## src/sv/assert_macros.svh

```systemverilog
// ----------------------------------------------------------------------------
// assert_macros.svh
// shared assertion macros for the keyed value table
// ----------------------------------------------------------------------------
`ifndef ASSERT_MACROS_SVH
`define ASSERT_MACROS_SVH

// same-cycle implication, sampled on clk, off during reset
`define KVTD_ASSERT_NOW(lbl, ante, cons, msg) \
	lbl: assert property (@(posedge clk) disable iff (!arst_n) (ante) |-> (cons)) \
		else $error(msg);

// next-cycle implication, sampled on clk, off during reset
`define KVTD_ASSERT_NXT(lbl, ante, cons, msg) \
	lbl: assert property (@(posedge clk) disable iff (!arst_n) (ante) |=> (cons)) \
		else $error(msg);

`endif

```

## src/sv/kvtd_pkg.sv

```systemverilog
// ----------------------------------------------------------------------------
// kvtd_pkg
// types and constants shared by the keyed value table cells and top level
// ----------------------------------------------------------------------------
package kvtd_pkg;

	localparam int DEF_TABLE_DEPTH = 16;
	localparam int KEY_W = 16;
	localparam int VAL_W = 32;
	localparam int DELTA_W = 31;
	localparam int IDX_W = 4;

	typedef enum logic {
		OP_UPDATE = 1'b0,
		OP_CLEAR  = 1'b1
	} opcode_t;

	typedef enum logic [1:0] {
		ST_STORED    = 2'd0,
		ST_UNCHANGED = 2'd1,
		ST_FULL      = 2'd2,
		ST_CLEARED   = 2'd3
	} status_t;

	// request broadcast to every cell
	typedef struct packed {
		logic               vld;
		logic               clr;
		logic [KEY_W-1:0]   key;
		logic [VAL_W-1:0]   value;
		logic [DELTA_W-1:0] delta;
	} kvtd_req_t;

	// per-cell status back to the top level
	typedef struct packed {
		logic occ;
		logic hit;
		logic sel;
		logic took;
	} kvtd_cell_st_t;

endpackage

```

## src/sv/kvtd_cell.sv

```systemverilog
// ----------------------------------------------------------------------------
// kvtd_cell
// one table slot: key, value, occupancy and local deadband decision
// ----------------------------------------------------------------------------
module kvtd_cell (
	input  logic                                clk,
	input  logic                                arst_n,
	input  kvtd_pkg::kvtd_req_t                 req,
	input  logic                                any_hit,
	input  logic                                prev_occ,
	output kvtd_pkg::kvtd_cell_st_t             st,
	output logic [kvtd_pkg::VAL_W-1:0]          value
);
	import kvtd_pkg::*;

	logic              occ_q;
	logic              has_q;
	logic [KEY_W-1:0]  key_q;
	logic [VAL_W-1:0]  val_q;
	logic              sel_s2;
	logic              took_s2;

	logic              hit;
	logic              target;
	logic              upd;
	logic              wr_key;
	logic              selected;
	logic              take;
	logic [VAL_W:0]    diff;
	logic [VAL_W:0]    absdiff;

	always_comb begin
		hit      = occ_q && (key_q == req.key);
		target   = !occ_q && prev_occ;
		upd      = req.vld && !req.clr;
		wr_key   = upd && !any_hit && target;
		selected = upd && (hit || wr_key);
		diff     = {val_q[VAL_W-1], val_q} - {req.value[VAL_W-1], req.value};
		absdiff  = diff[VAL_W] ? (~diff + 1'b1) : diff;
		take     = !(hit && has_q) || (req.delta == '0) ||
			(absdiff >= {2'b00, req.delta});
	end

	always_ff @(posedge clk or negedge arst_n) begin
		if (!arst_n) begin
			occ_q   <= 1'b0;
			has_q   <= 1'b0;
			sel_s2  <= 1'b0;
			took_s2 <= 1'b0;
		end else begin
			sel_s2  <= selected;
			took_s2 <= selected && take;
			if (req.vld && req.clr) begin
				occ_q <= 1'b0;
				has_q <= 1'b0;
			end else if (selected) begin
				occ_q <= 1'b1;
				if (take) begin
					has_q <= 1'b1;
				end else if (wr_key) begin
					has_q <= 1'b0;
				end
			end
		end
	end

	always_ff @(posedge clk) begin
		if (wr_key) begin
			key_q <= req.key;
		end
		if (selected && take) begin
			val_q <= req.value;
		end
	end

	assign st.occ  = occ_q;
	assign st.hit  = hit;
	assign st.sel  = sel_s2;
	assign st.took = took_s2;
	assign value   = val_q;

endmodule

```

## src/sv/keyed_value_table_deadband.sv

```systemverilog
// ----------------------------------------------------------------------------
// keyed_value_table_deadband
// associative table of readings keyed by (sensor_id, value_kind) with
// deadband update, built as a row of slot cells
// ----------------------------------------------------------------------------
// usage:
//   a request is taken on a rising edge with start high and busy low.
//   opcode update looks the key up in every slot at once, appends a slot
//   on a miss, and stores new_value unless the slot already holds a value
//   within min_delta of it. opcode clear empties the table.
//   each request gives one result: done is high for exactly one cycle with
//   status, entry_index and stored_value; the receiver cannot stall it.
//   the result follows the accepting edge through the slot lookup stage,
//   the one-hot result select stage and the result register. busy is high
//   from the accepting edge until done rises and is low while done is high,
//   so the next request can be taken at the edge that takes the result.
//   the occupancy chain runs from slot 0 upward: a slot is free for append
//   when it is empty and its lower neighbor is occupied.
//   reset empties the table and drops any request in flight; no sweep of
//   the slots is needed.
// ----------------------------------------------------------------------------
`include "assert_macros.svh"

module keyed_value_table_deadband #(
	parameter int TABLE_DEPTH = kvtd_pkg::DEF_TABLE_DEPTH
) (
	input  logic                               clk,
	input  logic                               arst_n,
	input  logic                               start,
	output logic                               busy,
	input  logic                               opcode,
	input  logic [7:0]                         sensor_id,
	input  logic [7:0]                         value_kind,
	input  logic signed [31:0]                 new_value,
	input  logic [30:0]                        min_delta,
	output logic                               done,
	output logic [1:0]                         status,
	output logic [3:0]                         entry_index,
	output logic signed [31:0]                 stored_value
);
	import kvtd_pkg::*;

	kvtd_req_t         req_s1;
	logic              v_s2;
	logic              clr_s2;
	logic              full_s2;
	logic              done_q;
	status_t           status_q;
	logic [IDX_W-1:0]  index_q;
	logic [VAL_W-1:0]  value_q;

	kvtd_cell_st_t     cst [TABLE_DEPTH];
	logic [VAL_W-1:0]  cval [TABLE_DEPTH];
	logic [TABLE_DEPTH-1:0] hit_vec;
	logic [TABLE_DEPTH-1:0] occ_vec;
	logic [TABLE_DEPTH-1:0] sel_vec;
	logic [TABLE_DEPTH-1:0] took_vec;
	logic              any_hit;
	logic              accept;

	status_t           status_d;
	logic [IDX_W-1:0]  index_d;
	logic [VAL_W-1:0]  value_d;

	assign accept = start && !busy;
	assign busy   = req_s1.vld || v_s2;

	always_ff @(posedge clk or negedge arst_n) begin
		if (!arst_n) begin
			req_s1     <= '0;
			v_s2       <= 1'b0;
			done_q     <= 1'b0;
		end else begin
			req_s1.vld <= accept;
			if (accept) begin
				req_s1.clr   <= (opcode == OP_CLEAR);
				req_s1.key   <= {sensor_id, value_kind};
				req_s1.value <= new_value;
				req_s1.delta <= min_delta;
			end
			v_s2       <= req_s1.vld;
			done_q     <= v_s2;
		end
	end

	always_ff @(posedge clk) begin
		clr_s2  <= req_s1.clr;
		full_s2 <= !req_s1.clr && !any_hit && (&occ_vec);
		if (v_s2) begin
			status_q <= status_d;
			index_q  <= index_d;
			value_q  <= value_d;
		end
	end

	for (genvar g = 0; g < TABLE_DEPTH; g++) begin : g_cell
		kvtd_cell u_cell (
			.clk      (clk),
			.arst_n   (arst_n),
			.req      (req_s1),
			.any_hit  (any_hit),
			.prev_occ ((g == 0) ? 1'b1 : occ_vec[(g == 0) ? 0 : g-1]),
			.st       (cst[g]),
			.value    (cval[g])
		);
		assign hit_vec[g]  = cst[g].hit;
		assign occ_vec[g]  = cst[g].occ;
		assign sel_vec[g]  = cst[g].sel;
		assign took_vec[g] = cst[g].took;
	end

	assign any_hit = |hit_vec;

	always_comb begin
		index_d = '0;
		value_d = '0;
		for (int i = 0; i < TABLE_DEPTH; i++) begin
			if (sel_vec[i]) begin
				index_d = index_d | IDX_W'(i);
				value_d = value_d | cval[i];
			end
		end
		if (clr_s2) begin
			status_d = ST_CLEARED;
		end else if (full_s2) begin
			status_d = ST_FULL;
		end else if (|took_vec) begin
			status_d = ST_STORED;
		end else begin
			status_d = ST_UNCHANGED;
		end
	end

	assign done         = done_q;
	assign status       = status_q;
	assign entry_index  = index_q;
	assign stored_value = value_q;

	`KVTD_ASSERT_NXT(a_busy_after_req, accept, busy, "busy low after a request")
	`KVTD_ASSERT_NOW(a_sel_onehot, v_s2, $onehot0(sel_vec), "several slots selected")
	`KVTD_ASSERT_NOW(a_sel_vs_status, v_s2 && (clr_s2 || full_s2), sel_vec == '0,
		"slot selected on clear or full")
	`KVTD_ASSERT_NOW(a_done_timing, done, $past(v_s2) && !busy, "result without request")

endmodule

```

## config.mk

```make
export PLATFORM = sky130hd
export DESIGN_NAME = keyed_value_table_deadband
export DESIGN_NICKNAME = d
export VERILOG_FILES = /design/src/sv/kvtd_pkg.sv /design/src/sv/kvtd_cell.sv /design/src/sv/keyed_value_table_deadband.sv
export VERILOG_INCLUDE_DIRS = /design/src /design/src/sv
export SDC_FILE = /design/constraint.sdc
export NUM_CORES = 2
export LEC_CHECK = 0
export BUFFER_PORTS_ARGS = -buffer_cell sky130_fd_sc_hd__buf_2
export CAP_MARGIN = 10
export CORE_MARGIN = 10
export CORE_UTILIZATION = 40
export DETAILED_ROUTE_END_ITERATION = 12
export GPL_TIMING_DRIVEN = 0
export MAX_ROUTING_LAYER = met4
export PLACE_DENSITY = 0.64
export SLEW_MARGIN = 20
export SYNTH_ARGS = -nofsm -noshare
export SYNTH_HDL_FRONTEND = slang
export SYNTH_SLANG_ARGS = --single-unit
```

## constraint.sdc

```tcl
create_clock -name clk -period 10.89 [get_ports clk]
set_input_delay 1.089 -clock clk [delete_from_list [all_inputs] [get_ports clk]]
set_output_delay 1.089 -clock clk [all_outputs]
set_load 0.01 [all_outputs]
```

Word-level counts from Yosys, hierarchy flattened

Index checks and enable logic that the tools add are counted.
W data, S select, Z words.

Register bits after elaboration: 955
Input bits: 83

$add $sub $neg: 32
Order comparisons: 16
Equal/unequal tests: 16
Multiplexer cells: 141
Bitwise gates (word level): 31
Reductions and logical operators: 241

Operators by type and width:

| operator                | number |
|---|---|
| $add A33 B1 Y33 const B | 16 |
| $ge A33 B31 Y1          | 16 |
| $mux W33                | 16 |
| $not A33 Y33            | 16 |
| $sub A32 B32 Y33        | 16 |
| $mux W32                | 16 |
| $or A32 B32 Y32         | 15 |
| $eq A16 B16 Y1          | 16 |
| $logic_and A1 B1 Y1     | 101 |
| $mux W1                 | 101 |
| $logic_or A1 B1 Y1      | 49 |
| $reduce_bool A3 Y1      | 16 |
| $logic_not A1 Y1        | 35 |
| $reduce_and A2 Y1       | 16 |
| $reduce_bool A2 Y1      | 16 |
| $reduce_or A16 Y1       | 2 |
| $logic_not A31 Y1       | 1 |
| $reduce_and A16 Y1      | 1 |
| $mux W3                 | 4 |
| $mux W2                 | 4 |
| $reduce_or A8 Y1        | 1 |
| $reduce_or A2 Y1        | 2 |
| $reduce_or A4 Y1        | 1 |

Logic depth before layout (Yosys ltp)

Word-level depth: 31
Depth in mapped cells: 27

Cells and area by module

Synthesis repeated with hierarchy kept, for this count alone.

Cell total of the unflattened synthesis: 11,378
Area total of the unflattened synthesis: 98,534.5 um2

Modules (own cells, without submodules):

| module                            | instances | cells each | area each (um2) |
|---|---|---|---|
| kvtd_cell (g_cell[0].u_cell ...)  | 9         | 678        | 5,749.3 |
| kvtd_cell (g_cell[7].u_cell ...)  | 2         | 675        | 5,760.5 |
| kvtd_cell (g_cell[11].u_cell ...) | 2         | 655        | 5,526.6 |
| keyed_value_table_deadband        | 1         | 597        | 7,166.9 |
| kvtd_cell (g_cell[13].u_cell)     | 1         | 715        | 5,891.9 |
| kvtd_cell (g_cell[9].u_cell)      | 1         | 670        | 5,708.0 |
| kvtd_cell (g_cell[6].u_cell)      | 1         | 634        | 5,450.2 |

Worst setup path after synthesis

OpenSTA, ideal clock, no wires.

Path type: register -> register
Start point: reg req_s1[32] (netlist name)
End point: reg g_cell[15].u_cell.val_q[0], enable pin
Data arrival time: 7.804 ns
Required time: 10.427 ns
Setup slack: 2.623 ns
Stages on the path, launching flop included: 21
Buffers on the path: 0
Period minus slack after synthesis: 8.267 ns
Cells stage by stage: dfrtp_1 inv_1 ha_1 nor2b_1 o31a_1 o21a_1 or4_1 and3_1 nor4_2 nand3_1 nor4_2 a31oi_1 xor2_1 ha_1 nand4_1 nor4_1 nand2_1 o21ai_0 a2111oi_0 o311a_1 nor3_1

Word-level cells in the longest chain between the ends: 7

RTL lines:

| element                 | RTL line                         | text |
|---|---|---|
| from (decl)             | keyed_value_table_deadband.sv:43 | `kvtd_req_t req_s1;` |
| $sub A32 B32 Y33 (*)    | kvtd_cell.sv:38                  | `diff = {val_q[VAL_W-1], val_q} - {req.value[VAL_W-1], req.value};` |
| $not A33 Y33            | kvtd_cell.sv:39                  | `absdiff = diff[VAL_W] ? (~diff + 1'b1) : diff;` |
| $add A33 B1 Y33         | kvtd_cell.sv:39                  |  |
| $mux W33 (*)            | kvtd_cell.sv:39                  |  |
| $ge A33 B31 Y1 (*)      | kvtd_cell.sv:41                  | `(absdiff >= {2'b00, req.delta});` |
| $logic_or A1 B1 Y1 (*)  | kvtd_cell.sv:40                  | `take = !(hit && has_q) \|\| (req.delta == '0) \|\|` |
| $logic_and A1 B1 Y1 (*) | kvtd_cell.sv:71                  | `if (selected && take) begin` |
| to (signal assigned)    | kvtd_cell.sv:72                  | `val_q <= req.value;` |
| to (decl)               | kvtd_cell.sv:19                  | `logic [VAL_W-1:0] val_q;` |

Mark *: on every way between the ends. The rest lies on a longest branch, timed or not.
A chain may end at the register's enable or synchronous reset.

Worst setup path in the final report

Start point: reg req_s1[38] (netlist name)
End point: reg g_cell[14].u_cell.val_q[31], enable pin

Word-level cells in the longest chain between the ends: 7

RTL lines:

| element                 | RTL line |
|---|---|
| $sub A32 B32 Y33 (*)    | kvtd_cell.sv:38 |
| $not A33 Y33            | kvtd_cell.sv:39 |
| $add A33 B1 Y33         | kvtd_cell.sv:39 |
| $mux W33 (*)            | kvtd_cell.sv:39 |
| $ge A33 B31 Y1 (*)      | kvtd_cell.sv:41 |
| $logic_or A1 B1 Y1 (*)  | kvtd_cell.sv:40 |
| $logic_and A1 B1 Y1 (*) | kvtd_cell.sv:71 |
| to (signal assigned)    | kvtd_cell.sv:72 |
| to (decl)               | kvtd_cell.sv:19 |

Marks and branches as above.

==> results by group <==
Floorplanning
  • Site row count: roughly 170
  • CORE AREA: around 0.22 mm^2
  • Die W: 494 um
  • Ports: ~120
  • Starting Density: about two fifths
  • Die height: between 400 and 500 um
  • Full die area: about 0.24 mm^2

CTS
  • Clock-pin slew on the worst setup and hold paths: about 60 ps
  • Skew-Pair Late Insertion Delay: between 800 and 900 ps
  • H-tree levels: 3
  • Num Clock Sinks: 955
  • TritonCTS clock tree: done
  • Post-cts resize count: 0
  • Post-CTS Setup Inserts: 0
  • TritonCTS Buffers: around 100
  • Post-CTS Hold Buffers: 0
  • Clk root buf: clkbuf_16
  • Max clock buf depth: 3

Run
  • Max Cap Viol: 0

Timing
  • Worst Skew: 107 ps
  • Minimum clock period: 9930 ps
  • Total negative setup slack: 0 ps
  • Max-slew headroom: 12.9%
  • Hold Fails Final Rpt: 0
  • Final cycle utilization of the critical path: between 90% and 100%
  • Worst-Margin Slew: around 1300 ps
  • Fmax: between 0.1 and 0.15 GHz
  • Final setup vio count: 0
  • Max-slew violations: 0
  • WHS: 310 ps
  • RSZ-0062 raised after global routing: no

Synthesis
  • Post-Synthesis Net Count: approximately 11,000
  • Synth warn: 0
  • Yosys cell types: 110
  • Synth area leaders: edfxtp_1 27%, ha_1 14%, xnor2_1 5.9%, dfrtp_1 4.1%, xor2_1 4.1%
  • Top FF cell, synth: edfxtp_1
  • Sequential-to-total area share from yosys stat: a little under a third
  • Synth Register Bits: between 900 and 1,000
  • EDFF count, synth: between 800 and 900
  • Post-synthesis cell area: around 0.090 mm^2
  • Mapped Cells: 9,900
  • Post-synthesis async set-or-reset flop share: between 15 and 20%
  • Synth area leader: edfxtp_1
  • Average cell area after synthesis: approximately 9 um^2
  • Post-synth top area share: between 20% and 30%

Global routing
  • Gr ovfl total: 0
  • Largest net degree at the start of global routing: 80
  • Vias in the first global route: 81,875
  • First-pass GRT wire length: around 660,000 um
  • Antenna violations before repair: between 70 and 80
  • Tot GR Track Use: between 30% and 40%

Setup path
  • R2R setup slack: between 900 and 1000 ps
  • Cells on worst reg2reg path: 28
  • Worst Path Class, Setup: flip-flop to flip-flop
  • Critical Path End Type: flip-flop
  • CP endpoint: g_cell[14].u_cell.value[31]$_DFFE_PP_
  • Worst EP required: roughly 11,000 ps
  • Largest stage delay, worst path: roughly 1100 ps
  • Startpoint Class: flip-flop
  • Critical Path Start: req_s1[38]$_DFFE_PN0P_
  • Critical path data arrival time: approximately 10,000 ps
  • CP max-delay cell: dfrtp_1
  • Critical-path maximum fanout: 22
  • R2R Path Start: req_s1[38]$_DFFE_PN0P_
  • RR Endpoint: g_cell[14].u_cell.value[31]$_DFFE_PP_

Routing
  • Met1 Routed Length: 189,000 um
  • Starting DRC count in detailed routing: between 10,000 and 15,000
  • Drt pass-1 iters: 8
  • Final WL: between 400,000 and 500,000 um
  • Wire length on met2: approximately 210,000 um
  • Routed via count: around 90,000
  • Vias/cell: roughly 6.7
  • WL/cell: 36.8 um
  • Met3 wire length: roughly 54,000 um
  • Max Used Layer: met4
  • DRC Markers: 0
  • Remaining antenna violation count after routing: 0

Outcome
  • Status: complete, no violations

Hold path
  • Min-delay worst type: input port to asynchronous set/reset pin

Placed design
  • # port buffers: 122
  • Placed wire-length estimate: ~390,000 um
  • Final GP Congestion: between 1 and 1.5

Pwr
  • P per Cell Area: between 200 and 250 mW/mm^2
  • Maximum VDD drop: 0.233 mV
  • Leakage: 38.2 nW

Cells and area
  • Layout cells sized above 1: around 7.2%
  • Filler instances: between 20,000 and 25,000
  • FF/Latch Area: between 0.02 and 0.03 mm^2
  • Nets: roughly 11,000
  • Footprint of the multi-input gates: about 0.06 mm^2
  • Area delta synth->final: 11.6%
area by class of cell:
type                    instances  share of cell area, %
diodes                         71                  0.177
plain buffers                 352                   1.39
clock buffers                 132                   2.71
clock inverters                56                  0.651
inverters                     269                   1.13
multi-input cells            8324                   59.7
flip-flops and latches        955                   27.9
well taps                    2975                   3.71
repair buffers                239                   2.66
per-layer routing:
layer | up-vias | global-route usage (%)
li1 | 38841 | -
met1 | 44136 | 48.5
met2 | 5572 | 57.7
met3 | 1239 | 9.50
met4 | 0 | 25.7
met5 | - | -
power breakdown:
| group | leakage, nW | internal [mW] | switching [mW] | total (mW) |
|---|---|---|---|---|
| clock | 1.64 | 1.92 | 1.69 | 3.61 |
| sequential | 9.20 | 4.41 | 0.771 | 5.18 |
| combinational | 27.3 | 5.14 | 8.69 | 13.8 |
| total | 38.2 | 11.5 | 11.1 | 22.6 |
through the flow:
| step | worst slack (ps) | total power [mW] | util [%] | cells | area (um^2) |
|---|---|---|---|---|---|
| after global routing | 681 | 23.9 | 45.0 | 13348 | 100000 |
| after floorplan | 2620 | 13.9 | - | 9900 | 89900 |
| final | 960 | 22.6 | 45.0 | 13373 | 100000 |
| after detailed placement | 1300 | 18.6 | 43.4 | 13114 | 96700 |
| after global placement | -6550 | 18.0 | 42.3 | 12997 | 94200 |
| after CTS | 1230 | 22.2 | 44.9 | 13302 | 100000 |
placed cells by master, fill, tap and decap left out, drive strengths merged, types with 106 or more instances in the layout:
cell    count
a211oi    110
a21o      338
a21oi     725
a221oi    146
a22o      137
a31oi     117
and2      110
buf       289
clkbuf    434
dfrtp     147
edfxtp    806
ha       1024
inv       280
nand2     802
nand3     204
nand4     249
nor2      657
nor2b     109
nor3      219
nor4      151
o211ai    108
o21a      160
o21ai     597
o31ai     106
xnor2     609
xor2      420
flip-flops by register name (all words and copies together) (netlist names):
name	count
clr_s2	1
done	1
entry_index	4
full_s2	1
g_cell.u_cell.has_q	16
g_cell.u_cell.key_q	256
g_cell.u_cell.occ_q	16
g_cell.u_cell.sel_s2	16
g_cell.u_cell.took_s2	16
g_cell.u_cell.value	512
req_s1	81
status	2
stored_value	32
v_s2	1
cell families (layout without fill, tap and decap cells):
group                      Yosys count  in the layout  share of synthesized area [%]
and+or+nand+nor                   3101           3101                           17.7
AOI/OAI and AO/OA                 3097           3097                           23.3
adders and majority gates         1040           1040                           14.6
xor gates and xnor gates          1029           1029                           10.0
DFF                                955            955                           31.1
buffers and inverters              621           1048                           2.67
muxes                               57             57                          0.674
other                                0             71                              0
worst min path at each step:
stage                                       startpoint                                  to  slack (ps)  depth (start not counted)
global route                                    arst_n               req_s1[6]$_DFFE_PN0P_         350                          1
finish                                          arst_n              req_s1[17]$_DFFE_PN0P_         310                          1
floorplan                         req_s1[80]$_DFF_PN0_                      v_s2$_DFF_PN0_         440                          0
detailed placement                      v_s2$_DFF_PN0_                      done$_DFF_PN0_         500                          0
global placement    g_cell[7].u_cell.has_q$_DFFE_PN0P_  g_cell[7].u_cell.has_q$_DFFE_PN0P_         490                          1
CTS                                             arst_n              req_s1[17]$_DFFE_PN0P_         310                          1
worst max-delay path, delay by kind of cell (launching register included):
kind                       cells  cell delay, ps
buffers and inverters          5            1770
AOI/OAI and AO/OA             10            3930
xor gates and xnor gates       1             160
muxes                          1             130
adders and majority gates      2             770
DFF                            1            1080
and+or+nand+nor                9            1660
cells in the mapped netlist (27+ instances only):
cell type,instances
a2111oi_0,27
a211o_1,39
a211oi_1,110
a21o_1,338
a21oi_1,725
a221oi_1,145
a22o_1,137
a311oi_1,27
a31oi_1,117
and2_1,108
and3_1,84
and4_1,32
buf_2,46
clkbuf_1,302
dfrtp_1,147
edfxtp_1,806
ha_1,1024
inv_1,268
mux2_2,27
mux2i_1,29
nand2_1,802
nand2b_1,100
nand3_1,204
nand3b_1,28
nand4_1,248
nand4b_1,31
nor2_1,657
nor2b_1,109
nor3_1,217
nor3b_1,31
nor4_1,145
o2111ai_1,36
o211ai_1,107
o21a_1,160
o21ai_0,521
o21ai_1,75
o21bai_1,57
o22ai_1,27
o31a_1,32
o31ai_1,106
or2_2,49
or3_1,86
or4_1,55
xnor2_1,609
xor2_1,420
Power figures use the tool's default switching activity.
